`config.mk`:
```
export PLATFORM = sky130hd
export DESIGN_NAME = flc_cordic
export DESIGN_NICKNAME = d
export VERILOG_FILES = /design/src/flc_pkg.sv /design/src/flc_cordic.sv
export SDC_FILE = /design/constraint.sdc
export NUM_CORES = 1
export LEC_CHECK = 0
export ABC_AREA = 1
export BUFFER_PORTS_ARGS = -buffer_cell sky130_fd_sc_hd__buf_4
export CAP_MARGIN = 25
export CORE_ASPECT_RATIO = 1.1
export CORE_MARGIN = 2
export CORE_UTILIZATION = 25
export CTS_BUF_LIST = sky130_fd_sc_hd__clkbuf_8
export CTS_CLUSTER_SIZE = 14
export DETAILED_ROUTE_END_ITERATION = 8
export PLACE_DENSITY_LB_ADDON = 0.15
export SYNTH_ARGS = -nofsm -noshare
export SYNTH_HDL_FRONTEND = slang
export SYNTH_SLANG_ARGS = --single-unit
```
`constraint.sdc`:
```
create_clock -name clk -period 6 [get_ports clk]
set_input_delay 0.9 -clock clk [delete_from_list [all_inputs] [get_ports clk]]
set_output_delay 0.9 -clock clk [all_outputs]
set_load 0.05 [all_outputs]
```
`src/flc_pkg.sv`:
```
// Shared types, constants and tables of the free-look camera pose block.
// No dependencies; every other file in src imports this package.
package flc_pkg;

    localparam int POS_W     = 32;
    localparam int DIR_W     = 16;
    localparam int STEP_W    = 23;
    localparam int POLAR_W   = 15;
    localparam int ANG_W     = 16;
    localparam int KIND_W    = 3;
    localparam int CFG_IDX_W = 3;
    localparam int CFG_W     = 32;

    // Internal widths of the arithmetic units.
    localparam int CORDIC_XW    = 34;
    localparam int CORDIC_ZW    = 20;
    localparam int CORDIC_STEPS = 16;
    localparam int CORDIC_CW    = 4;
    localparam int SQ_W         = 62;
    localparam int ROOT_W       = 32;
    localparam int DIVD_W       = 46;
    localparam int QUO_W        = 15;
    localparam int ACC_W        = 64;

    localparam logic signed [DIR_W-1:0] ONE_Q14 = 16'sd16384;

    localparam logic [POLAR_W-1:0] POLAR_MIN  = 15'd2458;
    localparam logic [POLAR_W-1:0] POLAR_MAX  = 15'd23279;
    localparam logic [POLAR_W-1:0] POLAR_HOME = 15'd12868;
    localparam logic [ANG_W-1:0]   AZ_HOME    = 16'd38604;
    localparam logic [ANG_W-1:0]   AZ_WRAP    = 16'd51472;

    // Angle fold points in Q.16.
    localparam logic [18:0] HALF_PI16       = 19'd102944;
    localparam logic [18:0] PI16            = 19'd205887;
    localparam logic [18:0] THREE_HALF_PI16 = 19'd308831;
    localparam logic [18:0] TWO_PI16        = 19'd411775;

    localparam logic signed [CORDIC_XW-1:0] CORDIC_GAIN = 34'sd652032874;

    typedef enum logic [KIND_W-1:0] {
        KIND_FWD,
        KIND_BACK,
        KIND_RIGHT,
        KIND_LEFT,
        KIND_UP,
        KIND_DOWN,
        KIND_LOOK,
        KIND_HOME
    } kind_t;

    typedef enum logic [CFG_IDX_W-1:0] {
        CFG_HOME_X,
        CFG_HOME_Y,
        CFG_HOME_Z,
        CFG_UP_X,
        CFG_UP_Y,
        CFG_UP_Z,
        CFG_STEP
    } cfg_idx_t;

    typedef enum logic [3:0] {
        ST_IDLE,
        ST_MOVE,
        ST_CP_GO,
        ST_CP_WAIT,
        ST_CA_GO,
        ST_CA_WAIT,
        ST_FWD,
        ST_CROSS,
        ST_SQ,
        ST_ROOT_GO,
        ST_ROOT_WAIT,
        ST_DIV_GO,
        ST_DIV_WAIT,
        ST_DONE
    } seq_state_t;

    // Arctangent of 2^-i in Q.16.
    function automatic logic signed [CORDIC_ZW-1:0] atan_q16(input logic [CORDIC_CW-1:0] i);
        logic signed [CORDIC_ZW-1:0] r;
        case (i)
            4'd0:    r = 20'sd51472;
            4'd1:    r = 20'sd30386;
            4'd2:    r = 20'sd16055;
            4'd3:    r = 20'sd8150;
            4'd4:    r = 20'sd4091;
            4'd5:    r = 20'sd2047;
            4'd6:    r = 20'sd1024;
            4'd7:    r = 20'sd512;
            4'd8:    r = 20'sd256;
            4'd9:    r = 20'sd128;
            4'd10:   r = 20'sd64;
            4'd11:   r = 20'sd32;
            4'd12:   r = 20'sd16;
            4'd13:   r = 20'sd8;
            4'd14:   r = 20'sd4;
            default: r = 20'sd2;
        endcase
        return r;
    endfunction

endpackage

```
`src/flc_cordic.sv`:
```
// Iterative rotation-mode CORDIC: sine and cosine of a Q3.13 angle in Q2.14.
// Depends on flc_pkg; one micro-rotation per cycle.
module flc_cordic (
    input  logic                              clk,
    input  logic                              rst_n,
    input  logic                              start,
    input  logic [flc_pkg::ANG_W-1:0]         angle,
    output logic                              done,
    output logic signed [flc_pkg::DIR_W-1:0]  sin_out,
    output logic signed [flc_pkg::DIR_W-1:0]  cos_out
);
    import flc_pkg::*;

    localparam logic signed [CORDIC_XW-1:0] RND  = 34'sd32768;
    localparam logic signed [CORDIC_XW-1:0] LIM  = 34'sd16384;
    localparam logic signed [CORDIC_XW-1:0] NLIM = -34'sd16384;

    logic signed [CORDIC_XW-1:0] x_reg, y_reg, x_next, y_next, x_sh, y_sh;
    logic signed [CORDIC_ZW-1:0] z_reg, z_next, z_init, atan_v;
    logic                        neg_reg, neg_init;
    logic [CORDIC_CW-1:0]        cnt_reg;
    logic                        busy_reg, done_reg;
    logic [18:0]                 a_scaled;
    logic signed [DIR_W-1:0]     s_q14, c_q14;

    function automatic logic signed [DIR_W-1:0] to_q14(input logic signed [CORDIC_XW-1:0] v);
        logic signed [CORDIC_XW-1:0] r;
        r = (v + RND) >>> 16;
        if (r > LIM)
            return ONE_Q14;
        else if (r < NLIM)
            return -ONE_Q14;
        else
            return r[DIR_W-1:0];
    endfunction

    // Fold the angle into the right half plane.
    always_comb
    begin
        a_scaled = {angle, 3'b000};
        if (a_scaled <= HALF_PI16)
        begin
            z_init   = signed'({1'b0, a_scaled});
            neg_init = 1'b0;
        end
        else if (a_scaled <= THREE_HALF_PI16)
        begin
            z_init   = signed'({1'b0, a_scaled}) - signed'({1'b0, PI16});
            neg_init = 1'b1;
        end
        else
        begin
            z_init   = signed'({1'b0, a_scaled}) - signed'({1'b0, TWO_PI16});
            neg_init = 1'b0;
        end
    end

    // One micro-rotation.
    always_comb
    begin
        x_sh   = x_reg >>> cnt_reg;
        y_sh   = y_reg >>> cnt_reg;
        atan_v = atan_q16(cnt_reg);
        if (!z_reg[CORDIC_ZW-1])
        begin
            x_next = x_reg - y_sh;
            y_next = y_reg + x_sh;
            z_next = z_reg - atan_v;
        end
        else
        begin
            x_next = x_reg + y_sh;
            y_next = y_reg - x_sh;
            z_next = z_reg + atan_v;
        end
    end

    // Iteration control.
    always_ff @(posedge clk or negedge rst_n)
    begin
        if (!rst_n)
        begin
            cnt_reg  <= '0;
            busy_reg <= 1'b0;
            done_reg <= 1'b0;
        end
        else if (start)
        begin
            cnt_reg  <= '0;
            busy_reg <= 1'b1;
            done_reg <= 1'b0;
        end
        else if (busy_reg)
        begin
            cnt_reg <= cnt_reg + 1'b1;
            if (cnt_reg == CORDIC_CW'(CORDIC_STEPS - 1))
            begin
                busy_reg <= 1'b0;
                done_reg <= 1'b1;
            end
        end
        else
        begin
            done_reg <= 1'b0;
        end
    end

    // Rotation registers.
    always_ff @(posedge clk)
    begin
        if (start)
        begin
            x_reg   <= CORDIC_GAIN;
            y_reg   <= '0;
            z_reg   <= z_init;
            neg_reg <= neg_init;
        end
        else if (busy_reg)
        begin
            x_reg <= x_next;
            y_reg <= y_next;
            z_reg <= z_next;
        end
    end

    // Round, clamp and undo the fold.
    assign c_q14   = to_q14(x_reg);
    assign s_q14   = to_q14(y_reg);
    assign cos_out = neg_reg ? -c_q14 : c_q14;
    assign sin_out = neg_reg ? -s_q14 : s_q14;
    assign done    = done_reg;

endmodule

```
After elaboration in Yosys (flattened, before gate mapping)
Memories as Yosys holds them, arrays and structs flattened. Index checks and enable logic that the tools add are counted. Widths: inputs -> output; s select.

Register bits: 95. Bits in read-only memories: 256. Output and inout port bits: 33. Word-level logic and storage cells: 54. Memories: 1.

Add/sub/neg operators: 13. Order comparisons: 6. Equality and inequality tests: 2. Shifts and indexed selects: 2. Mux-type cells: 22. Reductions and logical operators: 1.

Memory list: (no name shown) (depth 16, width 16, rd ports 1, clocked after Yosys merged registers in 0, wr ports 0, line flc_pkg.sv:82) `case (i)`.

Operator list (count): $mux 20 (5); $mux 16 (6); $add 34x17->34 const B (2); $add 34x34->34 (2); $mux 34 (2); $sshr 34x4->34 (2); $sub 34x34->34 (2); $gt 18x16->1 const B (2); $lt 18x15->1 const B (2); $neg 16->16 (2); $add 20x20->20 (1); $sub 19x18->20 const B (1); $sub 19x19->20 const B (1); $sub 20x20->20 (1); $le 19x17->1 const B (1); $le 19x19->1 const B (1); $mux 4 (2); $mux 1 (7); $add 4x1->4 const B (1); $eq 4x4->1 const B (1); $ne 3x2->1 const B (1); $reduce_bool 2->1 (1).

Depth between registers and ports, before layout
Word-level depth: 6. Mapped depth: 35. Depth with buffers taken out: 33.

Worst setup path before layout
Ideal clock, no wire load.

Path kind: register -> output. Start point: register x_reg[16]. End point: output cos_out[6] (netlist bit). Arrival: 3.202 ns. Setup slack: 1.898 ns. Stages on the path, launching flop included: 22. Path through: dfxtp_1 -> ha_1 -> nand3_1 -> inv_1 -> nand2_1 -> nor2_1 -> nand2_1 -> nand2_1 -> nand2_1 -> nand2_1 -> nor2_1 -> nand2_1 -> nand2_1 -> nand2_1 -> nand2_2 -> buf_4 -> buf_4 -> nand2_1 -> ha_1 -> inv_1 -> o21ai_0 -> xor2_1.

Cells in the longest elaborated chain, start to end: 6. Elaborated cells on any way between the ends: 7. Those cells by class: add/sub: 2; order compare: 2; mux: 3.

RTL lines: start, declared (line flc_cordic.sv:18) `logic signed [CORDIC_XW-1:0] x_reg, y_reg, x_next, y_next, x_sh, y_sh;`; start signal, assigned (line flc_cordic.sv:120) `x_reg <= x_next;`; $add 34x17->34 (*) (line flc_cordic.sv:28) `r = (v + RND) >>> 16;`; $lt 18x15->1 (line flc_cordic.sv:31) `else if (r < NLIM)`; $mux 16 (line flc_cordic.sv:31); $mux 16 (*) (line flc_cordic.sv:29) `if (r > LIM)`; $neg 16->16 (line flc_cordic.sv:129) `assign cos_out = neg_reg ? -c_q14 : c_q14;`; $mux 16 (*) (line flc_cordic.sv:129); end, declared (line flc_cordic.sv:10) `output logic signed [flc_pkg::DIR_W-1:0] cos_out`.

Mark *: on every way between the ends. The rest lies on a longest branch, timed or not.

Final worst setup path
Start point: register cnt_reg[1]. End point: register x_reg[31].

Cells in the longest elaborated chain, start to end: 3. Elaborated cells on any way between the ends: 4. Those cells by class: add/sub: 2; shift: 1; mux: 1.

RTL lines: start, declared (line flc_cordic.sv:21) `logic [CORDIC_CW-1:0] cnt_reg;`; start signal, assigned (line flc_cordic.sv:95) `cnt_reg <= cnt_reg + 1'b1;`; $sshr 34x4->34 (*) (line flc_cordic.sv:62) `y_sh = y_reg >>> cnt_reg;`; $sub 34x34->34 / $add 34x34->34 (equally long branches) (line flc_cordic.sv:66, flc_cordic.sv:72); $mux 34 (*) (line flc_cordic.sv:64) `if (!z_reg[CORDIC_ZW-1])`.

Marked as above. A chain may end at the register's enable or synchronous reset.

==> impl_metrics.csv <==
group,metric,value,unit
critical_path,critPathBufInv,4,
route,dr.pass1.iters,5,
synthesis,synthCells,2933,
clock_network,numCtsBuffers,9,
route,drt_wl_total,63300,µm
critical_path,cp_slowest_cell,"nor2_2",
floorplan,fp-row-count,98,
final_layout,fin_nets,3044,
route,drtIter0Drc,1092,
synthesis,synth-seq-cells,95,
floorplan,die-area,67100,µm²
sta,hold_viol,0,
floorplan,initial_core_util,0.252,
synthesis,synth_top_area_share,0.202,
clock_network,clockBufferDepth,2,
critical_path,end_kind,"flip-flop",
sta,setup_tns,0,ns
synthesis,synth_edf_count,21,
clock_network,cts_tree,"built",
clock_network,ctsResizeCount,0,
route,drc,0,
floorplan,coreArea,64600,µm²
final_layout,nFillCells,7486,
global_routing,track_usage,0.189,
critical_path,required,6.37,ns
floorplan,io_pins,52,
clock_network,root_buffer,"clkbuf_8",
synthesis,syn_area,16300,µm²
floorplan,die_y,271,µm
synthesis,ys_warn_count,0,
critical_path,path_class,"reg2reg",
route,ant_nets,0,
global_routing,gr-total-overflow,0,
sta,finalSetupViolCount,0,
route,post_drt_wl_per_cell,16.8,µm
clock_network,h-tree-depth,3,
sta,max_slew_margin,0.342,
sta,clock.fmax,191,MHz
synthesis,synth_cell_type_count,66,
global_routing,antenna_found_initial,1,
synthesis,synthFlopType,"dfxtp_1",
final_layout,drive_above_1_share,0.0564,
synthesis,synth_top_cell_by_area,"nand2_1",
final_layout,seq_area,2150,µm²
sta,finClkSkew,0.0342,ns
sta,hold_ws,0.201,ns
critical_path,crit_family,"simple AND/OR/NAND/NOR gates",
sta,tightest_slew,0.985,ns
route,viasPerCell,4.86,
final_layout,final_common_cell,"nand2_1",
sta,drv_slew,0,
global_routing,grt_pass1_wl,99600,µm
floorplan,dieWidth,247,µm
place,gp_congestion,0.869,
clock_network,post-cts-setup-buffers,0,
synthesis,synth_fp_nets,3057,
synthesis,ys_async_sr_fraction,0.0632,
clock_network,path_clk_slew,0.13,ns
critical_path,worst_setup_path_start_kind,"flip-flop",
final_layout,most-common-layout-cells,"nand2_1 (876), nand3_1 (371), inv_1 (326)",
status,run_status,"complete, no violations",
sta,rsz0062_at_grt,"false",
place,hpwl,49900,µm
global_routing,grt_max_degree,76,
clock_network,clk_latency,0.49,ns
critical_path,worst-endpoint-arrival,5.60,ns
final_layout,multiInputGateArea,12300,µm²
critical_path,critPathMaxFanout,40,
clock_network,postCtsHoldBufs,0,
final_layout,syn2layout_area_growth,8.04,%
place,portBuffers,51,
critical_path,crit_path_max_incr_delay,0.53,ns
synthesis,synth.area.top_cells,"nand2_1 (20%), nand3_1 (11%), dfxtp_1 (8.4%), ha_1 (7.9%), inv_1 (7.5%)",
synthesis,synth_sequential_area_ratio,0.132,
sta,timing.final.crit_share,0.871,
worst_hold_path,hold_class,"in2async",
synthesis,avgSynthCellArea,5.54,µm²
global_routing,grt_pass1_vias,18000,
clock_network,cts.sinks,95,
job,drv_cap,0,
route,num_vias,18400,
sta,fin_crit,5.23,ns
==> worst reg2reg max path: stages, from the launching register on <==
cell and delay [ns]:
dfrtp_2 0.40, clkinv_2 0.47, nor2_2 0.53, a21oi_1 0.13
nand3_1 0.12, nand2_1 0.12, ha_1 0.26, nand2_1 0.13
nor2_2 0.07, inv_1 0.06, o21ai_0 0.09, xor2_1 0.21
inv_1 0.06, ha_1 0.36, nand2_1 0.12, nor3_1 0.29
nand3_1 0.13, nand3_1 0.12, inv_1 0.07, o21ai_0 0.45
a21oi_1 0.20, o21ai_0 0.30, nand2_1 0.08, nand2_1 0.09
a21oi_1 0.06, o21ai_0 0.09, o21ai_0 0.09
==> through the flow <==
| stage | util | std cells | worst slack [ns] | area (µm²) |
|---|---|---|---|---|
| after floorplan | - | 2933 | 1.90 | 16300 |
| after global placement | 0.269 | 3759 | 1.02 | 17400 |
| after detailed placement | 0.269 | 3759 | 0.944 | 17400 |
| after CTS | 0.272 | 3775 | 0.852 | 17600 |
| after global routing | 0.272 | 3776 | 0.291 | 17600 |
| final | 0.272 | 3776 | 0.771 | 17600 |
==> path summary, 6_finish.rpt <==
check / slack, ns / to / depth (start not counted) / from
min in group clk: 0.50 / x_reg[33] / 2 / x_reg[33]
min reg2reg: 0.50 / x_reg[33] / 2 / x_reg[33]
min: 0.20 / done / 1 / rst_n
max: 0.77 / x_reg[31] / 26 / cnt_reg[1]
max in group asynchronous: 5.62 / cnt_reg[0] / 1 / rst_n
max reg2reg: 0.77 / x_reg[31] / 26 / cnt_reg[1]
==> synthesized netlist by cell type (7+ instances only) <==
| cell | n |
|---|---|
| a21o_1 | 13 |
| a21oi_1 | 159 |
| a31oi_1 | 22 |
| buf_1 | 11 |
| buf_2 | 35 |
| buf_4 | 12 |
| buf_6 | 7 |
| clkbuf_1 | 32 |
| dfxtp_1 | 68 |
| edfxtp_1 | 21 |
| ha_1 | 102 |
| inv_1 | 326 |
| inv_2 | 8 |
| nand2_1 | 876 |
| nand2_2 | 10 |
| nand3_1 | 371 |
| nand3b_1 | 7 |
| nand4_1 | 29 |
| nor2_1 | 321 |
| nor2_2 | 12 |
| nor2_4 | 7 |
| nor3_1 | 27 |
| nor4_1 | 8 |
| o21ai_0 | 182 |
| o21ai_1 | 13 |
| o21bai_1 | 9 |
| o22ai_1 | 26 |
| or2_2 | 12 |
| xnor2_1 | 29 |
| xor2_1 | 85 |
==> layout make-up <==
| cell class | count | area share |
|---|---|---|
| Antenna cell | 1 | 0.000142 |
| Timing Repair Buffer | 73 | 0.0319 |
| Sequential cell | 95 | 0.122 |
| Clock buffer | 9 | 0.00705 |
| Inverter | 340 | 0.0729 |
| Clock inverter | 7 | 0.00271 |
| Tap cell | 850 | 0.0606 |
| Multi-Input combinational cell | 2401 | 0.703 |
==> routing by layer <==
metal	track usage	wire [µm]	vias up
met5	0	0	-
met4	0.0647	1770	0
met3	0.0130	1670	74
met2	0.345	31700	324
met1	0.230	28200	8330
li1	-	-	9631
==> logic make-up after synthesis <==
kind of cell,after synthesis,share of synthesized area
AO/OA/AOI/OAI,485,0.170
buffers and inverters,437,0.110
AND/OR/NAND/NOR,1691,0.440
flip-flops,95,0.132
adder cells (fa/ha/maj),105,0.0822
multiplexers,3,0.00185
XOR/XNOR,117,0.0644
Power is not shown: default switching activity piles up to over one toggle a cycle in this logic, so the estimate is an artifact.
