`src/flc_pkg.sv`:
```
// Shared types, constants and tables of the free-look camera pose block.
// No dependencies; every other file in src imports this package.
package flc_pkg;

    localparam int POS_W     = 32;
    localparam int DIR_W     = 16;
    localparam int STEP_W    = 23;
    localparam int POLAR_W   = 15;
    localparam int ANG_W     = 16;
    localparam int KIND_W    = 3;
    localparam int CFG_IDX_W = 3;
    localparam int CFG_W     = 32;

    // Internal widths of the arithmetic units.
    localparam int CORDIC_XW    = 34;
    localparam int CORDIC_ZW    = 20;
    localparam int CORDIC_STEPS = 16;
    localparam int CORDIC_CW    = 4;
    localparam int SQ_W         = 62;
    localparam int ROOT_W       = 32;
    localparam int DIVD_W       = 46;
    localparam int QUO_W        = 15;
    localparam int ACC_W        = 64;

    localparam logic signed [DIR_W-1:0] ONE_Q14 = 16'sd16384;

    localparam logic [POLAR_W-1:0] POLAR_MIN  = 15'd2458;
    localparam logic [POLAR_W-1:0] POLAR_MAX  = 15'd23279;
    localparam logic [POLAR_W-1:0] POLAR_HOME = 15'd12868;
    localparam logic [ANG_W-1:0]   AZ_HOME    = 16'd38604;
    localparam logic [ANG_W-1:0]   AZ_WRAP    = 16'd51472;

    // Angle fold points in Q.16.
    localparam logic [18:0] HALF_PI16       = 19'd102944;
    localparam logic [18:0] PI16            = 19'd205887;
    localparam logic [18:0] THREE_HALF_PI16 = 19'd308831;
    localparam logic [18:0] TWO_PI16        = 19'd411775;

    localparam logic signed [CORDIC_XW-1:0] CORDIC_GAIN = 34'sd652032874;

    typedef enum logic [KIND_W-1:0] {
        KIND_FWD,
        KIND_BACK,
        KIND_RIGHT,
        KIND_LEFT,
        KIND_UP,
        KIND_DOWN,
        KIND_LOOK,
        KIND_HOME
    } kind_t;

    typedef enum logic [CFG_IDX_W-1:0] {
        CFG_HOME_X,
        CFG_HOME_Y,
        CFG_HOME_Z,
        CFG_UP_X,
        CFG_UP_Y,
        CFG_UP_Z,
        CFG_STEP
    } cfg_idx_t;

    typedef enum logic [3:0] {
        ST_IDLE,
        ST_MOVE,
        ST_CP_GO,
        ST_CP_WAIT,
        ST_CA_GO,
        ST_CA_WAIT,
        ST_FWD,
        ST_CROSS,
        ST_SQ,
        ST_ROOT_GO,
        ST_ROOT_WAIT,
        ST_DIV_GO,
        ST_DIV_WAIT,
        ST_DONE
    } seq_state_t;

    // Arctangent of 2^-i in Q.16.
    function automatic logic signed [CORDIC_ZW-1:0] atan_q16(input logic [CORDIC_CW-1:0] i);
        logic signed [CORDIC_ZW-1:0] r;
        case (i)
            4'd0:    r = 20'sd51472;
            4'd1:    r = 20'sd30386;
            4'd2:    r = 20'sd16055;
            4'd3:    r = 20'sd8150;
            4'd4:    r = 20'sd4091;
            4'd5:    r = 20'sd2047;
            4'd6:    r = 20'sd1024;
            4'd7:    r = 20'sd512;
            4'd8:    r = 20'sd256;
            4'd9:    r = 20'sd128;
            4'd10:   r = 20'sd64;
            4'd11:   r = 20'sd32;
            4'd12:   r = 20'sd16;
            4'd13:   r = 20'sd8;
            4'd14:   r = 20'sd4;
            default: r = 20'sd2;
        endcase
        return r;
    endfunction

endpackage

```
`src/flc_root.sv`:
```
// Iterative integer square root, two radicand bits per cycle.
// Depends on flc_pkg.
module flc_root (
    input  logic                        clk,
    input  logic                        rst_n,
    input  logic                        start,
    input  logic [flc_pkg::SQ_W-1:0]    value,
    output logic                        done,
    output logic [flc_pkg::ROOT_W-1:0]  root
);
    import flc_pkg::*;

    localparam logic [ACC_W-1:0] ROOT_TOP = 64'h4000_0000_0000_0000;

    logic [ACC_W-1:0] v_reg, res_reg, bit_reg, sum;
    logic [4:0]       cnt_reg;
    logic             busy_reg, done_reg, ge;

    // Trial subtraction.
    assign sum = res_reg + bit_reg;
    assign ge  = (v_reg >= sum);

    always_ff @(posedge clk or negedge rst_n)
    begin
        if (!rst_n)
        begin
            cnt_reg  <= '0;
            busy_reg <= 1'b0;
            done_reg <= 1'b0;
        end
        else if (start)
        begin
            cnt_reg  <= '0;
            busy_reg <= 1'b1;
            done_reg <= 1'b0;
        end
        else if (busy_reg)
        begin
            cnt_reg <= cnt_reg + 1'b1;
            if (cnt_reg == 5'd31)
            begin
                busy_reg <= 1'b0;
                done_reg <= 1'b1;
            end
        end
        else
        begin
            done_reg <= 1'b0;
        end
    end

    always_ff @(posedge clk)
    begin
        if (start)
        begin
            v_reg   <= {2'b00, value};
            res_reg <= '0;
            bit_reg <= ROOT_TOP;
        end
        else if (busy_reg)
        begin
            if (ge)
            begin
                v_reg   <= v_reg - sum;
                res_reg <= (res_reg >> 1) + bit_reg;
            end
            else
            begin
                res_reg <= res_reg >> 1;
            end
            bit_reg <= bit_reg >> 2;
        end
    end

    assign root = res_reg[ROOT_W-1:0];
    assign done = done_reg;

endmodule

```
`config.mk`:
```
export PLATFORM = sky130hd
export DESIGN_NAME = flc_root
export DESIGN_NICKNAME = d
export VERILOG_FILES = /design/src/flc_pkg.sv /design/src/flc_root.sv
export SDC_FILE = /design/constraint.sdc
export NUM_CORES = 1
export LEC_CHECK = 0
export ABC_AREA = 1
export BUFFER_PORTS_ARGS = -buffer_cell sky130_fd_sc_hd__buf_2
export CAP_MARGIN = 10
export CORE_MARGIN = 8
export CORE_UTILIZATION = 60
export CTS_CLUSTER_DIAMETER = 50
export DETAILED_ROUTE_END_ITERATION = 10
export PLACE_DENSITY_LB_ADDON = 0.1
export SLEW_MARGIN = 20
export SYNTH_ARGS = -nofsm -noshare
export SYNTH_HDL_FRONTEND = slang
export SYNTH_SLANG_ARGS = --single-unit
```
`constraint.sdc`:
```
create_clock -name clk -period 12.8 [get_ports clk]
set_clock_uncertainty 0.15 [all_clocks]
set_input_delay 0 -clock clk [delete_from_list [all_inputs] [get_ports clk]]
set_output_delay 0 -clock clk [all_outputs]
set_load 0.05 [all_outputs]
```
# Yosys cells after proc, flatten, opt, wreduce, memory -nomap -nowiden
# Cells that the tools add are included.
totals:
  regBits: 167
  latchBits: 0
  out_inout_bits: 33
  ramBits: 0
  mem_count: 0
  romBits: 0
classes:
  addsub: 4
  reduce_logical: 4
  shifts: 0
  eq_ne: 2
  n_mul: 0
  mux: 12
  bitwise: 0
  magnitude_cmp: 1
  n_div: 0
op_table:
  columns: ["op", "count"]
  rows:
  - ["$mux W62", 3]
  - ["$add A63 B63 Y64", 1]
  - ["$add A64 B63 Y64", 1]
  - ["$ge A64 B64 Y1", 1]
  - ["$mux W64", 1]
  - ["$sub A64 B64 Y64", 1]
  - ["$mux W5", 2]
  - ["$mux W1", 6]
  - ["$add A5 B1 Y5 const B", 1]
  - ["$eq A5 B5 Y1 const B", 1]
  - ["$reduce_and A2 Y1", 2]
  - ["$reduce_bool A2 Y1", 2]
  - ["$ne A3 B2 Y1 const B", 1]

# Logic depth before layout (Yosys ltp)
# Gate-level depths: netlist of run 1.
logic_depth:
  word_depth: 5
  depth_mapped: 29
  mapped_depth_nobuf: 29

# Worst setup path before layout of run 1
# OpenSTA, ideal clock, no wires.
synth_timing:
  path_kind: "flip-flop to flip-flop"
  start: "register res_reg[28]"
  end: "register v_reg[0] (enable)"
  path_buffers: 2
  stages_incl_launch_ff: 23
  arrival_ns: 4.584
  slack_ns: 7.645
  synth_period_minus_slack_ns: 5.155
  cell_sequence: "dfxtp_1 > ha_1 > nand2_1 > o21ai_0 > nand2_1 > o21ai_0 > inv_1 > o21bai_1 > a21oi_1 > xor2_1 > ha_1 > nand2_1 > nor2_1 > inv_1 > nor2_2 > nand2_1 > nor3_2 > nand2_2 > nand2_4 > buf_8 > buf_6 > nand2_2 > nand2_1"
synth_via:
  elab_chain_len: 4
synth_rtl:
  columns: ["item", "line_no", "text"]
  rows:
  - ["from (decl)", "flc_root.sv:15", "logic [ACC_W-1:0] v_reg, res_reg, bit_reg, sum;"]
  - ["from (signal assigned)", "flc_root.sv:65", "res_reg <= (res_reg >> 1) + bit_reg;"]
  - ["from (signal assigned)", "flc_root.sv:69", "res_reg <= res_reg >> 1;"]
  - ["$add A64 B63 Y64", "flc_root.sv:20", "assign sum = res_reg + bit_reg;"]
  - ["$ge A64 B64 Y1", "flc_root.sv:21", "assign ge = (v_reg >= sum);"]
  - ["$reduce_bool A2 Y1 (no line)", null, null]
  - ["$reduce_and A2 Y1 (no line)", null, null]
  - ["to (signal assigned)", "flc_root.sv:56", "v_reg <= {2'b00, value};"]
  - ["to (signal assigned)", "flc_root.sv:64", "v_reg <= v_reg - sum;"]
  - ["to (decl)", "flc_root.sv:15", null]
# Every way passes these cells.
# A chain may end at the register's enable or synchronous reset.

# Worst setup path after layout of run 1
layout_timing:
  start: "register res_reg[24]"
  end: "register v_reg[11] (enable)"
# The elaborated chain is that of the path after synthesis.

==> impl_results.md, run 1 <==
* Worst-Skew Late Latency at 480 ps
* RSZ-0062 raised after global routing: false
* Reg2Reg Depth at 20
* CTS resizes at 0
* Post-Syn Area per Cell at 5.78 um2
* Synth async-reset ratio at about 4.2%
* Top cells by area, synth: nand2_1, dfxtp_1, inv_1
* Stages on the worst setup path at 20
* Residual DRC at 0
* Top FF cell, synth: dfxtp_1
* Row cnt at 66
* Max incr delay on CP at about 800 ps
* Max clock buf depth at 2
* Post-synth net total at 3603
* Fmax at between 150 and 200 MHz
* Post-synth EDFFs at 62
* # port buffers at 97
* CTS buffer count at 17
* Vias in the first global route at approximately 22000
* Final setup TNS at 0 ps
* Commonest cells post-synth: nand2_1, inv_1, nor2_1, nand3_1, a21oi_1
* Final Max Slew Viols at 0
* Final Net Count at 3712
* P&R area growth vs syn at 9.37%
* Initial antenna violation count at 0
* Tot GR Track Use at 38.9%
* Fin crit share at 50.0%
* Root buffer cell: clkbuf_16
* Crit path buf inv count at 1
* Congestion Overflow GR at 0
* PwrDens at slightly above 200 mW/mm2
* RD Place Congestion at 1.13
* Sequential share of the synthesized area at roughly a fifth
* Routed vias at 23700
* Outcome: completed
* Synth top area share at ~22%
* Pre-CTS setup slack at 6630 ps
* LEAKAGE at 9.84 nW
* Hold path depth at 4
* CP cell instances: ha_1 -> nand2_1 -> o21ai_0 -> nand2_1 -> o21ai_0 -> a21oi_1 -> nand2_1 -> nand4_1 -> nand3_1 -> nand2_1 -> ha_1 -> nand2_1 -> nor2_1 -> nand2_1 -> nor3_2 -> nand2_2 -> nand2_4 -> nand2_2 -> nand2_2 -> buf_4
* Final Setup Violations at 0
* Startpoint types: flop
* Yosys warnings at 0
* Initial Utilization at 60.6%
* Most used cell, CP: nand2_1
* Inserted Diodes at 0
* DRT Pass-1 Iters at 8
* Routed wire length at 77400 um
* Pin count of the biggest net entering global routing at 83
* Total clock sinks at ~170
* Die Span Y at 197 um
* WP data required at 12750 ps
* First-pass GRT wire length at ~120000 um
* Kind of critical path: reg2reg
* Vias per std cell at 5.96
* Netlist cell types at 47
* WL/cell at ~19 um
* Final WS setup at 6400 ps
* Clk slew on worst S/H paths at 80 ps
* Layout cell share with drive strength beyond 1 at 6.10%
* Final ANT Viol Nets at 0
* Die width at just under 200 um
* Max-cap viol count at 0
* Crit Path Max Fanout at 67
* Delay-heaviest family, CP: simple AND/OR/NAND/NOR gates
* Leading area contributor after synthesis: nand2_1
* Post-Syn Instances at 3405
* Slowest CP cell: nand2_4
* Top-count cell post-synth: nand2_1
* Final Hold Fails at 0
* # IOs at 98
* Cell Area, Synth at 0.0197 mm2
* Worst setup EP type: flop
* Fill cells at 3092
* Placeable Area at 0.0325 mm2
* Post-detail-place hpwl at ~61000 um
* Die area at 0.0388 mm2
* Peak supply drop at around 0.00019 V
* DRT iter0 DRCs at 2928
* Tightest Pin Transition at roughly 930 ps
* Worst Hold Class: in2reg
* Post-layout min period at between 6000 and 7000 ps
* Slew margin rel. at a little under two fifths
* CTS tree: built
* Synth Register Bits at 167
* Worst Path Arrival at around 6400 ps
* Htree depth at 4
## per-stage QoR
stage,util [%],area (um2),power (mW),hold slack [ps],instances
6_report,66.3,21500,4.44,181,3969
5_1_grt,66.3,21500,4.73,198,3969
4_1_cts,66.3,21500,4.31,179,3969
3_5_place_dp,62.5,20300,3.74,-309,3873
3_3_place_gp,62.5,20300,3.68,-315,3873
2_1_floorplan,-,19700,3.03,-446,3405
## what timing repair did
| action | 4_1_cts | 5_1_grt |
|---|---|---|
| endpoints found under the setup margin | 0 | 0 |
| endpoints found under the hold margin | 69 | 0 |
| hold buffers | 64 | 0 |
| setup buffers | 0 | 0 |
## power breakdown
| group | internal [mW] | switching [mW] | total (mW) | leakage, nW |
|---|---|---|---|---|
| Sequential | 0.773 | 0.172 | 0.945 | 1.52 |
| Clock | 0.278 | 0.268 | 0.546 | 0.289 |
| Combinational | 0.912 | 2.04 | 2.95 | 8.03 |
## routing by layer
metal / GRT usage, % / vias to the layer above / share of wire, %
met1: 46.6 / 10700 / 37
met4: 27.1 / 0 / 7.9
met5: 0 / - / 0
li1: - / 11100 / -
met3: 6.35 / 340 / 10
met2: 63.2 / 1513 / 45
## cells by family after synthesis
kind of cell               Yosys count  synth area share (%)
and+or+nand+nor                   1941                  41.7
buffers and inverters              603                  12.6
AOI/OAI and AO/OA                  473                  13.0
DFF                                167                  20.3
adders and majority gates          133                  8.50
xor gates and xnor gates            88                  3.92
## final timing paths
check,from,end,slack [ps]
setup / recovery,res_reg[24],v_reg[11],6400
hold / removal,value[8],v_reg[8],180
setup reg to reg,res_reg[24],v_reg[11],6400
hold reg to reg,v_reg[62],v_reg[62],340
max in group asynchronous,rst_n,done,11910
min in group asynchronous,rst_n,cnt_reg[3],350
## worst register-to-register path: cells and delay by family, from the launching register on
| family | cells | cell delay, ps |
|---|---|---|
| fa+ha+maj | 2 | 910 |
| simple gates | 14 | 3010 |
| compound gates | 3 | 820 |
| flops | 1 | 440 |
| buf+inv | 1 | 640 |
## cell type report
type | count | area (um2) | area share (%)
Inverter | 523 | 1960 | 9.13
Clock buffer | 18 | 429 | 1.99
Timing Repair Buffer | 170 | 1190 | 5.55
Multi-Input combinational cell | 2635 | 13200 | 61.4
Clock inverter | 14 | 156 | 0.727
Sequential cell | 167 | 4000 | 18.6
Tap cell | 442 | 553 | 2.57
## layout by cell type (no fill, tap or decap), types with 35 or more instances in the layout
cell type	count
ha_1	132
buf_2	97
dfxtp_1	98
o21ai_0	170
xnor2_1	50
xor2_1	38
nand4_1	35
dlygate4sd3_1	64
nor2_1	344
inv_1	516
nor3_1	35
edfxtp_1	62
a21oi_1	179
nand2_1	1131
nand3_1	283
No activity file was read; power rests on OpenSTA's default activity.
==> inputs of run 2 (changes only) <==
Clock period 12.8 ns to 6.1 ns, I/O delays scaled along.
==> run 2 against run 1 <==
Core utilization up 0.14 points. Sequential power up 110%. Highest routed layer unchanged. Count of clock-buffer cells in the layout unchanged. Die area unchanged.
==> impl_results.md, run 2 (synthesis results as in run 1) <==
* Layout cell share with drive strength beyond 1 at 6.28% (was 6.10%)
* Switching Share at 55.9% (was 55.8%)
* Worst Path Arrival at 5690 ps (was 6350 ps)
* Commonest non-fill, non-tap cell in the layout: nand2_1 (unchanged)
* Initial antenna violation count at 0 (unchanged)
* Final Max Slew Viols at 0 (unchanged)
* Kind of critical path: reg2reg (unchanged)
* Fmax at 183 MHz (was 156 MHz)
* CTS buffer count at 17 (unchanged)
* DRT iter0 DRCs at 3076 (was 2928)
* Worst Hold Class: in2reg (unchanged)
* Reg2Reg Depth at 22 (was 20)
* WL/cell at 19.7 um (was 19.5 um)
* Comb power frac at 67.1% (was 66.5%)
* Final Hold Fails at 0 (unchanged)
* Reg power frac at 21.1% (was 21.3%)
* Routed vias at 23700 (about the same)
* Hold Crit Start: value[12] (was value[8])
* Residual DRC at 0 (unchanged)
* Final ANT Viol Nets at 0 (unchanged)
* Postcts setup bufs at 0 (unchanged)
* Placeable Area at 0.0325 mm2 (unchanged)
* Worst-Skew Late Latency at 470 ps (was 480 ps)
* Final setup TNS at 0 ps (unchanged)
* Final Net Count at 3719 (was 3712)
* Most used cell, CP: nand2_1 (unchanged)
* Net switching power at 5.19 mW (was 2.48 mW)
* Tightest Pin Transition at 1080 ps (was 927 ps)
* Crit path buf inv count at 3 (was 1)
* Final Setup Violations at 0 (unchanged)
* Delay-heaviest family, CP: simple AND/OR/NAND/NOR gates (unchanged)
* CTS resizes at 0 (unchanged)
* Row cnt at 66 (unchanged)
* Fin crit share at 89.7% (was 50.0%)
* Worst setup EP type: flop (unchanged)
* Vias per std cell at 5.96 (about the same)
* Post-Layout Inst Area at 0.0216 mm2 (was 0.0215 mm2)
* Initial Utilization at 60.6% (unchanged)
* Slew margin rel. at 27.4% (was 38.2%)
* Crit Path Max Fanout at 31 (was 67)
* Root buffer cell: clkbuf_16 (unchanged)
* Stages on the worst setup path at 22 (was 20)
* Worst R2R Start: res_reg[32] (was res_reg[24])
* CTS tree: built (unchanged)
* Int Pwr at 4.10 mW (was 1.96 mW)
* RD Place Congestion at 1.16 (was 1.13)
* Inserted Diodes at 0 (unchanged)
* Total clock sinks at 167 (unchanged)
* Final WS setup at 627 ps (was 6400 ps)
* Placed Area at 0.0204 mm2 (was 0.0203 mm2)
* R2R Path End: res_reg[9] (was v_reg[11])
* Slowest CP cell: dfxtp_1 (was nand2_4)
* Max-cap viol count at 0 (unchanged)
* Hold path depth at 4 (unchanged)
* Clk slew on worst S/H paths at 80 ps (about the same)
* DRT Pass-1 Iters at 6 (was 8)
* # IOs at 98 (unchanged)
* Routed wire length at 78400 um (was 77400 um)
* CP cell instances: ha_1 -> nand2_1 -> o21ai_0 -> a21oi_1 -> o21ai_0 -> nand3b_1 -> xor2_1 -> ha_1 -> nand2_1 -> nor2_2 -> inv_2 -> nor2_1 -> nand2_1 -> nor3_2 -> nand2_2 -> nand2_4 -> buf_4 -> clkinv_1 -> nand2_1 -> nand2_1 -> nand2_1 -> nand2_1 (was ha_1 -> nand2_1 -> o21ai_0 -> nand2_1 -> o21ai_0 -> a21oi_1 -> nand2_1 -> nand4_1 -> nand3_1 -> nand2_1 -> ha_1 -> nand2_1 -> nor2_1 -> nand2_1 -> nor3_2 -> nand2_2 -> nand2_4 -> nand2_2 -> nand2_2 -> buf_4)
* Congestion Overflow GR at 0 (unchanged)
* Tot GR Track Use at 39.3% (was 38.9%)
* Die Span Y at 197 um (unchanged)
* Clock share of power at 11.8% (was 12.3%)
* WP data required at 6320 ps (was 12750 ps)
* LEAKAGE at 9.86 nW (was 9.84 nW)
* PwrDens at 431 mW/mm2 (was 207 mW/mm2)
* Peak supply drop at 0.000339 V (was 0.000189 V)
* Worst Hold End: v_reg[12] (was v_reg[8])
* Post-detail-place hpwl at 62700 um (was 61300 um)
* Max clock buf depth at 2 (unchanged)
* First-pass GRT wire length at 119000 um (was 118000 um)
* Pin count of the biggest net entering global routing at 83 (unchanged)
* RSZ-0062 raised after global routing: false (unchanged)
* Post-layout min period at 5470 ps (was 6400 ps)
* Pre-CTS setup slack at 931 ps (was 6630 ps)
* # port buffers at 97 (unchanged)
* Die area at 0.0388 mm2 (unchanged)
* Commonest non-fill, non-tap cells in the layout: nand2_1, inv_1, nor2_1 (unchanged)
* Startpoint types: flop (unchanged)
* Htree depth at 4 (unchanged)
* Outcome: completed (unchanged)
* Worst reg2reg setup slack at 630 ps (was 6400 ps)
* P&R area growth vs syn at 9.60% (was 9.37%)
* Die width at 197 um (unchanged)
* Vias in the first global route at 22500 (was 22400)
* Max incr delay on CP at 500 ps (was 800 ps)
==> run 2: cell count changes in the layout (fill, tap and decap cells not counted), sizes merged <==
cell,delta
bufinv,-1
inv,-2
buf,+7
clkinvlp,+1
clkinv,+2
==> run 2: metal layers <==
metal	routed length, um	part of all wire [%]	vias to the layer above	GRT usage, %
li1	-	-	11200	-
met1	29300	37	10700	47.3
met2	35200	45	1546	64.2
met3	7850	10	348	6.06
met4	6010	7.7	0	26.7
met5	0	0	-	0
==> run 2: tightest hold or removal path, stage by stage <==
cell	delay, ps
dlygate4sd3_1	510
buf_2	90
nand2_1	40
nand2_1	50
==> run 2: worst max path at each step <==
stage                           start     endpoint  slack [ps]
after floorplan           res_reg[28]     v_reg[0]         940
after detailed placement  res_reg[36]   res_reg[9]         930
after global placement    res_reg[36]   res_reg[9]         920
after CTS                 res_reg[36]   res_reg[9]         900
after global routing      res_reg[36]  res_reg[54]         460
final                     res_reg[32]   res_reg[9]         630
==> run 2: repair_timing <==
| action | in CTS | in global routing |
|---|---|---|
| endpoints found under the setup margin | 0 | 0 |
| hold buffers | 64 | 0 |
| hold endpoints to repair | 69 | 0 |
==> run 2: power by group through the flow <==
stage,Sequential [mW],Combinational (mW),Clock (mW)
after floorplan,1.83,4.52,0
after global placement,1.94,5.76,0
after detailed placement,1.95,5.88,0
after CTS,1.93,5.97,1.08
after global routing,1.98,6.78,1.12
final,1.96,6.23,1.10
==> run 2: cell type report <==
cell class	count	area, um2
clock buffers	18	429
well taps	442	553
inverters	523	1960
multi-input cells	2635	13200
fillers	3064	10900
clock inverters	14	136
repair buffers	177	1260
flip-flops and latches	167	4000
==> run 2: stage by stage <==
stage               hold WS (ps)  util [%]  instances  total power, mW
floorplan                   -446         -       3405             6.35
global placement            -312      62.7       3880             7.70
detailed placement          -306      62.7       3880             7.83
CTS                          185      66.4       3976             8.98
global route                 207      66.4       3976             9.88
finish                       188      66.4       3976             9.29
