[src/flc_pkg.sv]
// Shared types, constants and tables of the free-look camera pose block.
// No dependencies; every other file in src imports this package.
package flc_pkg;

    localparam int POS_W     = 32;
    localparam int DIR_W     = 16;
    localparam int STEP_W    = 23;
    localparam int POLAR_W   = 15;
    localparam int ANG_W     = 16;
    localparam int KIND_W    = 3;
    localparam int CFG_IDX_W = 3;
    localparam int CFG_W     = 32;

    // Internal widths of the arithmetic units.
    localparam int CORDIC_XW    = 34;
    localparam int CORDIC_ZW    = 20;
    localparam int CORDIC_STEPS = 16;
    localparam int CORDIC_CW    = 4;
    localparam int SQ_W         = 62;
    localparam int ROOT_W       = 32;
    localparam int DIVD_W       = 46;
    localparam int QUO_W        = 15;
    localparam int ACC_W        = 64;

    localparam logic signed [DIR_W-1:0] ONE_Q14 = 16'sd16384;

    localparam logic [POLAR_W-1:0] POLAR_MIN  = 15'd2458;
    localparam logic [POLAR_W-1:0] POLAR_MAX  = 15'd23279;
    localparam logic [POLAR_W-1:0] POLAR_HOME = 15'd12868;
    localparam logic [ANG_W-1:0]   AZ_HOME    = 16'd38604;
    localparam logic [ANG_W-1:0]   AZ_WRAP    = 16'd51472;

    // Angle fold points in Q.16.
    localparam logic [18:0] HALF_PI16       = 19'd102944;
    localparam logic [18:0] PI16            = 19'd205887;
    localparam logic [18:0] THREE_HALF_PI16 = 19'd308831;
    localparam logic [18:0] TWO_PI16        = 19'd411775;

    localparam logic signed [CORDIC_XW-1:0] CORDIC_GAIN = 34'sd652032874;

    typedef enum logic [KIND_W-1:0] {
        KIND_FWD,
        KIND_BACK,
        KIND_RIGHT,
        KIND_LEFT,
        KIND_UP,
        KIND_DOWN,
        KIND_LOOK,
        KIND_HOME
    } kind_t;

    typedef enum logic [CFG_IDX_W-1:0] {
        CFG_HOME_X,
        CFG_HOME_Y,
        CFG_HOME_Z,
        CFG_UP_X,
        CFG_UP_Y,
        CFG_UP_Z,
        CFG_STEP
    } cfg_idx_t;

    typedef enum logic [3:0] {
        ST_IDLE,
        ST_MOVE,
        ST_CP_GO,
        ST_CP_WAIT,
        ST_CA_GO,
        ST_CA_WAIT,
        ST_FWD,
        ST_CROSS,
        ST_SQ,
        ST_ROOT_GO,
        ST_ROOT_WAIT,
        ST_DIV_GO,
        ST_DIV_WAIT,
        ST_DONE
    } seq_state_t;

    // Arctangent of 2^-i in Q.16.
    function automatic logic signed [CORDIC_ZW-1:0] atan_q16(input logic [CORDIC_CW-1:0] i);
        logic signed [CORDIC_ZW-1:0] r;
        case (i)
            4'd0:    r = 20'sd51472;
            4'd1:    r = 20'sd30386;
            4'd2:    r = 20'sd16055;
            4'd3:    r = 20'sd8150;
            4'd4:    r = 20'sd4091;
            4'd5:    r = 20'sd2047;
            4'd6:    r = 20'sd1024;
            4'd7:    r = 20'sd512;
            4'd8:    r = 20'sd256;
            4'd9:    r = 20'sd128;
            4'd10:   r = 20'sd64;
            4'd11:   r = 20'sd32;
            4'd12:   r = 20'sd16;
            4'd13:   r = 20'sd8;
            4'd14:   r = 20'sd4;
            default: r = 20'sd2;
        endcase
        return r;
    endfunction

endpackage

[src/flc_div.sv]
// Restoring divider for the right-vector scaling, one quotient bit per cycle.
// Depends on flc_pkg; the quotient is known to fit in QUO_W bits.
module flc_div (
    input  logic                        clk,
    input  logic                        rst_n,
    input  logic                        start,
    input  logic [flc_pkg::DIVD_W-1:0]  dividend,
    input  logic [flc_pkg::ROOT_W-1:0]  divisor,
    output logic                        done,
    output logic [flc_pkg::QUO_W-1:0]   quotient
);
    import flc_pkg::*;

    logic [ROOT_W:0]   rem_reg, trial;
    logic [QUO_W-1:0]  low_reg, q_reg;
    logic [3:0]        cnt_reg;
    logic              busy_reg, done_reg, ge;

    // Shift in the next dividend bit and compare.
    assign trial = {rem_reg[ROOT_W-1:0], low_reg[QUO_W-1]};
    assign ge    = (trial >= {1'b0, divisor});

    always_ff @(posedge clk or negedge rst_n)
    begin
        if (!rst_n)
        begin
            cnt_reg  <= '0;
            busy_reg <= 1'b0;
            done_reg <= 1'b0;
        end
        else if (start)
        begin
            cnt_reg  <= '0;
            busy_reg <= 1'b1;
            done_reg <= 1'b0;
        end
        else if (busy_reg)
        begin
            cnt_reg <= cnt_reg + 1'b1;
            if (cnt_reg == 4'(QUO_W - 1))
            begin
                busy_reg <= 1'b0;
                done_reg <= 1'b1;
            end
        end
        else
        begin
            done_reg <= 1'b0;
        end
    end

    always_ff @(posedge clk)
    begin
        if (start)
        begin
            rem_reg <= {2'b00, dividend[DIVD_W-1:QUO_W]};
            low_reg <= dividend[QUO_W-1:0];
            q_reg   <= '0;
        end
        else if (busy_reg)
        begin
            rem_reg <= ge ? (trial - {1'b0, divisor}) : trial;
            low_reg <= {low_reg[QUO_W-2:0], 1'b0};
            q_reg   <= {q_reg[QUO_W-2:0], ge};
        end
    end

    assign quotient = q_reg;
    assign done     = done_reg;

endmodule

[config.mk]
export PLATFORM = sky130hd
export DESIGN_NAME = flc_div
export DESIGN_NICKNAME = d
export VERILOG_FILES = /design/src/flc_pkg.sv /design/src/flc_div.sv
export SDC_FILE = /design/constraint.sdc
export NUM_CORES = 1
export LEC_CHECK = 0
export BUFFER_PORTS_ARGS = -buffer_cell sky130_fd_sc_hd__buf_4
export CAP_MARGIN = 0
export CORE_ASPECT_RATIO = 0.8
export CORE_UTILIZATION = 30
export CTS_BUF_LIST = sky130_fd_sc_hd__clkbuf_4
export CTS_CLUSTER_SIZE = 14
export DETAILED_ROUTE_END_ITERATION = 8
export MAX_ROUTING_LAYER = met4
export PLACE_DENSITY = 0.59
export SLEW_MARGIN = 40
export SYNTH_ARGS = -nofsm -noshare
export SYNTH_HDL_FRONTEND = slang
export SYNTH_SLANG_ARGS = --single-unit
[constraint.sdc]
create_clock -name clk -period 4.1 [get_ports clk]
set_clock_uncertainty 0.2 [all_clocks]
set_input_delay 0.82 -clock clk [delete_from_list [all_inputs] [get_ports clk]]
set_output_delay 0.82 -clock clk [all_outputs]
set_load 0.01 [all_outputs]
## After elaboration in Yosys (flattened, before gate mapping)

Cells that the tools add are included.

| word-level totals | value |
|---|---|
| output and inout bits | 16 |
| flip-flop bits (word level) | 68 |

| operators by class | value |
|---|---|
| reduce and logical (&&, ||, !) cells | 1 |
| eq/ne operators | 2 |
| $lt $le $gt $ge | 1 |
| add/subtract/negate cells | 2 |
| multiplexer cells | 13 |

Operator list:

| cell | count |
|---|---|
| 31-bit 2-to-1 mux | 2 |
| 33-bit by 32-bit greater-or-equal comparator with 1-bit output | 1 |
| 32-bit 2-to-1 mux | 1 |
| 32-bit subtractor | 1 |
| 15-bit 2-to-1 mux | 2 |
| 4-bit 2-to-1 mux | 2 |
| 1-bit 2-to-1 mux | 6 |
| 4-bit by 1-bit adder with 4-bit output (second input constant) | 1 |
| 4-bit equality test (second input constant) | 1 |
| 3-bit by 2-bit != test with 1-bit output (second input constant) | 1 |
| 2-bit nonzero test | 1 |

## Longest topological paths before layout

Gate-level depths: netlist of the first run.

| logic depth | value |
|---|---|
| depth in word-level cells | 4 |
| depth in mapped cells | 13 |
| depth with buffers taken out | 13 |

## Least setup slack after synthesis of the first run

Ideal clock, no wire load.

| path | value |
|---|---|
| path type | in2reg |
| from | input divisor[5] in the netlist's numbering |
| to | register rem_reg[6], data pin |
| data arrival time | 3.149 ns |
| buffers on the path | 2 |
| stages on the path | 13 |
| setup slack | 0.481 ns |
| data required time | 3.630 ns |
| path through | inv_1 > ha_1 > o21a_1 > o211ai_1 > a21oi_1 > a311o_1 > o31a_1 > a211oi_2 > buf_2 > buf_4 > nor2_1 > a211oi_1 > a21oi_1 |

| on the way | value |
|---|---|
| cells in the longest elaborated chain, start to end | 4 |
| elaborated cells on any way between the ends | 5 |

RTL lines:

| what | RTL line | RTL |
|---|---|---|
| start, declared | flc_div.sv:8 | `input logic [flc_pkg::ROOT_W-1:0] divisor,` |
| 32-bit subtractor / 33-bit by 32-bit greater-or-equal comparator with 1-bit output (equally long branches) | flc_div.sv:62, flc_div.sv:21 |  |
| 32-bit 2-to-1 mux * | flc_div.sv:62 | `rem_reg <= ge ? (trial - {1'b0, divisor}) : trial;` |
| 31-bit 2-to-1 mux * | flc_div.sv:60 | `else if (busy_reg)` |
| 31-bit 2-to-1 mux * | flc_div.sv:54 | `if (start)` |
| end signal, assigned | flc_div.sv:56 | `rem_reg <= {2'b00, dividend[DIVD_W-1:QUO_W]};` |
| end signal, assigned | flc_div.sv:62 |  |
| end, declared | flc_div.sv:14 | `logic [ROOT_W:0] rem_reg, trial;` |

Mark *: on every way between the ends. The rest lies on a longest branch, timed or not. The select of a mux whose other input is x is not followed.
A chain may end at the register's enable or synchronous reset.

## Final worst setup path of the first run

| path | value |
|---|---|
| from | input divisor[4] in the netlist's numbering |
| to | register rem_reg[27], data pin |

The elaborated chain is that of the path after synthesis.

==> results of run 1 <==
==> worst max-delay path by stage <==
| stage | cells past startpoint | to | slack (ps) | start |
|---|---|---|---|---|
| after floorplan | 13 | rem_reg[6] | 480 | divisor[5] |
| after global placement | 13 | rem_reg[27] | 180 | divisor[6] |
| after detailed placement | 13 | rem_reg[27] | 90 | divisor[4] |
| after CTS | 11 | rem_reg[27] | 590 | rem_reg[3] |
| after global routing | 13 | rem_reg[16] | 420 | divisor[8] |
| final | 13 | rem_reg[27] | 530 | divisor[4] |
==> where the power goes <==
part | internal (mW) | switching (mW)
clock network | 0.212 | 0.254
logic | 0.974 | 1.17
registers | 0.972 | 0.114
==> routing by layer <==
| metal | up-vias | track usage | share of wire |
|---|---|---|---|
| met5 | - | - | 0 |
| met4 | 0 | 0.0390 | 0.011 |
| met3 | 15 | 0.0433 | 0.052 |
| met2 | 92 | 0.218 | 0.43 |
| met1 | 1820 | 0.205 | 0.51 |
| li1 | 2081 | - | - |
==> synthesized netlist by cell type, types with 13 or more instances <==
cell type	n
a21oi_1	67
xor2_1	14
xnor2_1	16
dfxtp_1	16
mux2i_1	15
ha_1	34
nand2_1	25
nor2_1	50
a211oi_1	17
mux2_2	19
edfxtp_1	46
inv_1	71
o21ai_0	21
clkbuf_1	13
a21o_1	13
==> critical path, delay by kind of cell <==
kind / cells / cell delay (ps)
simple gates: 2 / 210
compound gates: 6 / 1600
fa+ha+maj: 1 / 360
buf+inv: 3 / 360
mux: 1 / 290
==> cell families (layout without fill, tap and decap cells) <==
group                    Yosys count  after routing
AO/OA/AOI/OAI                    158            158
XOR/XNOR                          30             30
adder cells (fa/ha/maj)           35             35
buffers and inverters             94            194
flip-flops                        68             68
multiplexers                      34             34
AND/OR/NAND/NOR                  117            117
==> timing repair <==
item                                    CTS  global route
endpoints found under the setup margin    0             0
resized for setup                         0             0
hold endpoints to repair                  6             0
hold buffers                              1             0
==> layout make-up <==
| class | count | area [sq um] |
|---|---|---|
| inverter | 71 | 267 |
| timing repair buffer | 107 | 831 |
| multi-input combinational | 374 | 2590 |
| tap | 210 | 263 |
| fill | 1570 | 9380 |
| sequential | 68 | 1850 |
| clock inverter | 3 | 38.8 |
| clock buffer | 13 | 97.6 |
==> impl_metrics.csv, run 1 <==
group,metric,value,unit
synthesis,synth-edff-count,46,
place,dp.cells,829,
critical_path,slowest_stage,"a311o_1",
layout,largest_reg_flops,32,
place,dp_hpwl,8.62,mm
synthesis,synthArstFlopShare,0.0882,
sta,slew-limit-headroom,0.533,
synthesis,synthSimpleGateAreaFrac,0.109,
synthesis,synth_cells,536,
grt,grt_overflow,0,
sta,holdWs,322,ps
hold_path,hold_depth,2,
critical_path,cp.arrival,3660,ps
layout,antenna_cells,0,
synthesis,synth-adder-area-share,0.0928,
sta,period_needed,3570,ps
layout,mostFrequentLayoutCells,"104 x buf_4, 71 x inv_1, 67 x a21oi_1",
run,drv_cap,0,
floorplan,design.core.area,15300,sq um
layout,post-route-util,0.388,
grt,grt_max_degree,58,
cts,tritoncts,"built",
critical_path,worstSetupPathType,"in2reg",
cts,post_cts_buffers,0,
cts,cts-root-buf,"clkbuf_4",
routing,drt-pass1-iter-count,4,
synthesis,synth-compound-area-share,0.205,
sta,setup_viol,0,
routing,num_vias,4008,
synthesis,syn_avg_cell_area,8.95,sq um
sta,final_max_slew_viol_count,0,
layout,final_common_cell,"buf_4",
synthesis,synthXorXnorAreaFrac,0.0547,
sta,tns,0,ps
critical_path,critPathRequiredTime,4190,ps
synthesis,ys_seq_area_frac,0.386,
cts,cts_buffers,9,
routing,drc,0,
synthesis,synth_area,4800,sq um
place,dpl-instance-area,5790,sq um
routing,wl_per_cell,13.6,microns
critical_path,crit_path_end_kind,"flip-flop",
sta,rsz0062_at_grt,"no",
synthesis,synth-seq-cells,68,
layout,drive_gt1_frac,0.231,
layout,area_delta_synth_final,23.7,%
cts,clkTransAtPathRegs,110,ps
pwr,p_per_area,623,nW/um^2
pwr,peakVddDrop,298,uV
routing,ant_nets,0,
place,place_congestion,0.834,
synthesis,yosysUniqueCellTypes,50,
routing,drtIter0Drc,264,
cts,cts_max_path_buffers,2,
synthesis,synth_top_family_by_area,"compound AO/OA/AOI/OAI gates",
cts,clock_sinks,68,
pwr,finalPower,3.70,mW
critical_path,reg2reg_from,"rem_reg[3]",
cts,htreeDepth,3,
floorplan,initial_core_util,0.313,
synthesis,yosys_warnings,0,
critical_path,path_cells,"buf_4 > inv_1 > ha_1 > a21oi_2 > and2_1 > a21oi_1 > a311o_1 > o31a_1 > a211oi_4 > buf_12 > nor3b_1 > mux2_2 > a221oi_2",
critical_path,reg2reg_to,"rem_reg[27]",
grt,grt_pass1_vias,3916,
place,port_buffers,96,
sta,fin_ws,530,ps
sta,tightest_slew,701,ps
routing,drt-vias-per-instance,4.74,
floorplan,dieArea,16500,sq um
hold_path,hp-start,"quotient[14]",
synthesis,synth-main-ff-cell,"edfxtp_1",
floorplan,num_rows,40,
critical_path,rr_worst_depth,11,
hold_path,hold_class,"reg2reg",
hold_path,min_to,"quotient[14]",
sta,fmax,0.280,GHz
grt,grt_usage,0.151,
synthesis,synth_top_area_cell,"edfxtp_1",
critical_path,slowest_delay,410,ps
critical_path,cp_max_fo,40,
critical_path,r2r_setup_slack,580,ps
sta,hold_violations,0,
critical_path,crit_path_start_kind,"input port",
grt,antenna_found_initial,0,
layout,nets,747,
synthesis,synthTopCellsByArea,"edfxtp_1 29%, ha_1 8.9%, a21oi_1 7.0%, dfxtp_1 6.7%, inv_1 5.6%",
place,place_worst_setup_slack,89.8,ps
synthesis,synthMuxAreaShare,0.0759,
layout,design_area,5940,sq um
synthesis,netlist.area_leader.share,0.288,
grt,grt_pass1_wl,18.9,mm
routing,routed_wl,11.5,mm
run_status,status,"completed",
floorplan,pin_count,97,
pwr,leakage,2.81,nW
sta,period_share,0.871,
cts,clock_latency,460,ps
floorplan,die_h,115,microns
layout,instances_no_fill,846,
synthesis,synth_nets,652,
floorplan,die_width,143,microns
No activity file was read; power rests on OpenSTA's default activity.
==> run 2: changes to the inputs <==
Settings changed: PLACE_DENSITY 0.59 to 0.61.
Clock period 4.1 ns to 3.15 ns, I/O delays scaled along.
==> run 2 against run 1 <==
  * The flow now finishes with violations (setup timing)
  * First-iteration DRC count shrank 36%
  * Via count increased by 7.6%
  * Final cell count is 10% higher
  * Power up 67%
  * Die area is the same
  * Non-clock buffer count up 86
  * Register-to-register slack worse by 620 ps
  * Clock power grew 16%
  * Sequential share of layout area decreased by 4.5 points
  * Highest routed layer unchanged
==> impl_metrics.csv, run 2 (synthesis results as in run 1) <==
group,metric,value,unit
cts,tritoncts,"built",
pwr,p_comb_frac,0.676,
sta,hold_violations,0,
floorplan,initial_core_util,0.313,
sta,setup_viol,5,
routing,drt-pass1-iter-count,4,
pwr,swShare,0.409,
layout,nets,833,
sta,final_max_slew_viol_count,0,
cts,clock_latency,460,ps
layout,drive_gt1_frac,0.391,
routing,num_vias,4311,
floorplan,die_h,115,microns
hold_path,hold_class,"in2reg",
place,port_buffers,96,
critical_path,cp.arrival,3260,ps
sta,fin_ws,-43.0,ps
sta,slew-limit-headroom,0.647,
grt,grt_usage,0.166,
pwr,power.switching,2.52,mW
pwr,leakage,3.28,nW
sta,fmax,0.313,GHz
layout,mostFrequentLayoutCells,"180 x buf_4, 67 x inv_1, 57 x a21oi_1",
routing,drt-vias-per-instance,4.63,
critical_path,cp_max_fo,6,
grt,grt_pass1_wl,20.6,mm
layout,ff_latch_area,1850,sq um
floorplan,design.core.area,15300,sq um
routing,top_layer,"met4",
sta,period_share,1.01,
floorplan,die_width,143,microns
grt,antenna_found_initial,0,
layout,antenna_cells,0,
routing,wl_met3,602,microns
critical_path,crit_path_end_kind,"flip-flop",
layout,fillers,1539,
floorplan,num_rows,40,
routing,wl_met2,5.40,mm
place,dp_hpwl,9.66,mm
cts,cts_max_path_buffers,2,
layout,largest_reg_flops,32,
routing,routed_wl,12.7,mm
grt,grt_max_degree,47,
cts,clkTransAtPathRegs,140,ps
critical_path,worstSetupPathType,"reg2reg",
pwr,cellInternalPower,3.65,mW
layout,multi_input_area,2880,sq um
layout,area_delta_synth_final,44.5,%
routing,drtIter0Drc,168,
pwr,p_per_area,889,nW/um^2
sta,period_needed,3190,ps
cts,htreeDepth,3,
routing,ant_nets,0,
sta,tightest_slew,529,ps
place,place_worst_setup_slack,-413,ps
routing,wl_per_cell,13.6,microns
pwr,p_seq_frac,0.237,
sta,rsz0062_at_grt,"yes",
pwr,peakVddDrop,293,uV
run_status,violations,"setup timing",
grt,grt_overflow,0,
layout,final_common_cell,"buf_4",
layout,post-route-util,0.453,
cts,cts_buffers,9,
routing,wirelength_met1,6.61,mm
run,drv_cap,0,
cts,cts-root-buf,"clkbuf_4",
layout,design_area,6930,sq um
cts,clock_sinks,68,
routing,drc,0,
run_status,status,"complete, but fails checks",
place,dpl-instance-area,6500,sq um
critical_path,critPathRequiredTime,3220,ps
floorplan,dieArea,16500,sq um
floorplan,pin_count,97,
place,place_congestion,0.854,
pwr,p_clk_frac,0.088,
grt,grt_pass1_vias,4232,
critical_path,crit_path_start_kind,"flip-flop",
## run 2: area by class of cell
cell class / count / area share
Timing Repair Buffer: 193 / 0.225
Inverter: 71 / 0.0388
Clock inverter: 7 / 0.00704
Sequential cell: 68 / 0.267
Tap cell: 210 / 0.0379
Multi-Input combinational cell: 374 / 0.415
Clock buffer: 9 / 0.00974
## run 2: critical path, stage by stage (launching register included)
cell      delay, ps
edfxtp_1        480
ha_4            300
a21oi_4         160
and2_4          160
a21oi_2          70
a311o_1         330
o31a_1          290
a211oi_4        280
buf_6           200
nor3b_2          60
mux2_4          290
a221oi_2        180
## run 2: what timing repair did
action,CTS,global route
setup endpoints to repair,31,32
setup buffers,9,4
endpoints found under the hold margin,6,0
gates cloned,2,1
hold buffers,1,0
pin swaps,4,11
gates resized for setup,27,30
## run 2: power by group through the flow
stage	Clock, mW	Sequential, mW	Combinational, mW
final	0.541	1.46	4.17
after global routing	0.603	1.49	4.58
after CTS	0.568	1.45	3.94
after detailed placement	0	1.46	3.57
after global placement	0	1.46	3.52
after floorplan	0	1.41	2.27
## run 2: stage by stage
stage	setup TNS (ps)	std cells	hold WS (ps)	total power [mW]
finish	-86.4	932	241	6.17
global route	-3490	932	186	6.68
CTS	-606	930	193	5.96
detailed placement	-10440	902	241	5.03
global placement	-8670	902	239	4.98
floorplan	-325	536	134	3.69
## run 2: worst paths after layout
check	start	to	slack [ps]	cells past startpoint
max in group asynchronous	rst_n	cnt_reg[0]	2320	2
hold / removal	dividend[0]	low_reg[0]	240	2
setup / recovery	rem_reg[3]	rem_reg[27]	-40	11
min in group asynchronous	rst_n	cnt_reg[3]	310	2
hold reg to reg	quotient[14]	quotient[14]	320	2
setup reg to reg	rem_reg[3]	rem_reg[27]	-40	11
## run 2: per-layer routing
layer  track usage  up-vias
li1              -     2257
met1         0.230     1960
met2         0.238       82
met3        0.0475       12
met4        0.0362        0
met5             -        -
==> run 3: changes to the inputs <==
Settings changed: CORE_ASPECT_RATIO 0.8 to 0.6, PLACE_DENSITY 0.61 to 0.59.
Clock period 3.15 ns to 4 ns, I/O delays scaled along.
==> run 3 against run 2 <==
  * The run ends with DRC left
  * Utilization fell by 6.7 points
  * Sequential share of layout area rose by 4.3 points
  * Sequential power decreased by 23%
  * Combinational power fell by 46%
  * Final area down 14%
  * Critical path type is now in2reg
  * Highest routed layer unchanged
==> impl_metrics.csv, run 3 (synthesis results as in run 1) <==
group,metric,value,unit
critical_path,cp.arrival,3580,ps
floorplan,design.core.area,15500,sq um
grt,grt_overflow,0,
cts,cts_max_path_buffers,2,
place,dp_hpwl,9.34,mm
cts,cts_resized,0,
sta,tightest_slew,492,ps
critical_path,critPathLaunch,"divisor[4]",
floorplan,pin_count,97,
layout,drive_gt1_frac,0.236,
pwr,p_per_area,647,nW/um^2
cts,clock_sinks,68,
run_status,status,"complete, but fails checks",
sta,holdWs,333,ps
place,place_congestion,0.897,
sta,period_share,0.880,
grt,grt_pass1_wl,19.9,mm
sta,tns,0,ps
sta,final_max_slew_viol_count,0,
routing,num_vias,4100,
sta,fmax,0.284,GHz
place,port_buffers,96,
sta,period_needed,3520,ps
routing,routed_wl,12.1,mm
cts,clkTransAtPathRegs,130,ps
hold_path,hold_class,"reg2reg",
routing,drc,6,
grt,antenna_found_initial,0,
floorplan,die_width,165,microns
critical_path,reg2reg_to,"rem_reg[27]",
floorplan,die_h,100,microns
layout,final_common_cell,"buf_4",
layout,largest_reg_flops,32,
layout,mostFrequentLayoutCells,"107 x buf_4, 71 x inv_1, 67 x a21oi_1",
sta,setup_viol,0,
hold_path,hp-start,"rem_reg[30]",
cts,cts-root-buf,"clkbuf_4",
grt,grt_max_degree,42,
critical_path,cp_max_fo,40,
routing,drt-pass1-iter-count,7,
grt,grt_usage,0.159,
sta,hold_violations,0,
place,dp.cells,826,
pwr,peakVddDrop,227,uV
critical_path,crit_path_end_kind,"flip-flop",
critical_path,reg2reg_from,"rem_reg[3]",
routing,ant_nets,0,
hold_path,hold_depth,2,
critical_path,worstSetupPathType,"in2reg",
layout,nets,751,
floorplan,num_rows,35,
sta,slew-limit-headroom,0.669,
cts,htreeDepth,3,
critical_path,crit_path_start_kind,"input port",
routing,drtIter0Drc,260,
pwr,leakage,2.83,nW
cts,tritoncts,"built",
run,drv_cap,0,
cts,post_cts_buffers,0,
layout,area_delta_synth_final,24.5,%
layout,post-route-util,0.385,
hold_path,min_to,"rem_reg[31]",
cts,clock_latency,440,ps
routing,drt-vias-per-instance,4.86,
floorplan,dieArea,16500,sq um
routing,wl_per_cell,14.4,microns
critical_path,rr_worst_depth,11,
run_status,violations,"DRC",
critical_path,r2r_setup_slack,530,ps
cts,cts_buffers,9,
sta,rsz0062_at_grt,"no",
floorplan,initial_core_util,0.310,
layout,antenna_cells,0,
layout,instances_no_fill,843,
critical_path,critPathRequiredTime,4060,ps
grt,grt_pass1_vias,3985,
run 3: repair_timing:
action / CTS / global route
hold buffers: 1 / 0
endpoints found under the setup margin: 0 / 0
hold endpoints to repair: 6 / 0
run 3: worst max-delay path by stage:
stage                             end  cells past startpoint
after detailed placement  rem_reg[27]                     13
after global placement     rem_reg[5]                     13
final                     rem_reg[27]                     13
after CTS                 rem_reg[27]                     11
after global routing      rem_reg[27]                     11
after floorplan            rem_reg[6]                     13
run 3: per-layer routing:
layer,global-route usage,vias up,part of all wire
met4,0.0266,0,0.0039
met1,0.239,1879,0.54
li1,-,2088,-
met5,-,-,0
met2,0.204,126,0.38
met3,0.0525,7,0.079
run 3: area by class of cell:
type	instances	area (sq um)
inverter	71	267
multi-input combinational	374	2590
sequential	68	1850
clock buffer	9	67.6
clock inverter	7	73.8
fill	1592	9530
tap	203	254
timing repair buffer	111	873
run 3: through the flow:
| step | area (sq um) | setup slack [ps] | total power [mW] |
|---|---|---|---|
| 3_3_place_gp | 5820 | 130 | 3.33 |
| 3_5_place_dp | 5820 | 63.1 | 3.37 |
| 2_1_floorplan | 4800 | 401 | 2.77 |
| 4_1_cts | 5980 | 531 | 3.89 |
| 5_1_grt | 5980 | 346 | 4.22 |
| 6_report | 5980 | 480 | 3.87 |
run 3: critical path, stage by stage:
cell	delay, ps
buf_4	80
inv_1	40
ha_1	360
a21oi_2	180
and2_1	140
a21oi_1	120
a311o_1	450
o31a_1	350
a211oi_4	280
buf_12	230
nor3b_1	70
mux2_2	290
a221oi_2	170
run 3: report_power, final:
group / internal (mW) / switching [mW] / total (mW)
sequential: 0.997 / 0.124 / 1.12
combinational: 1.03 / 1.24 / 2.26
clock: 0.194 / 0.289 / 0.483
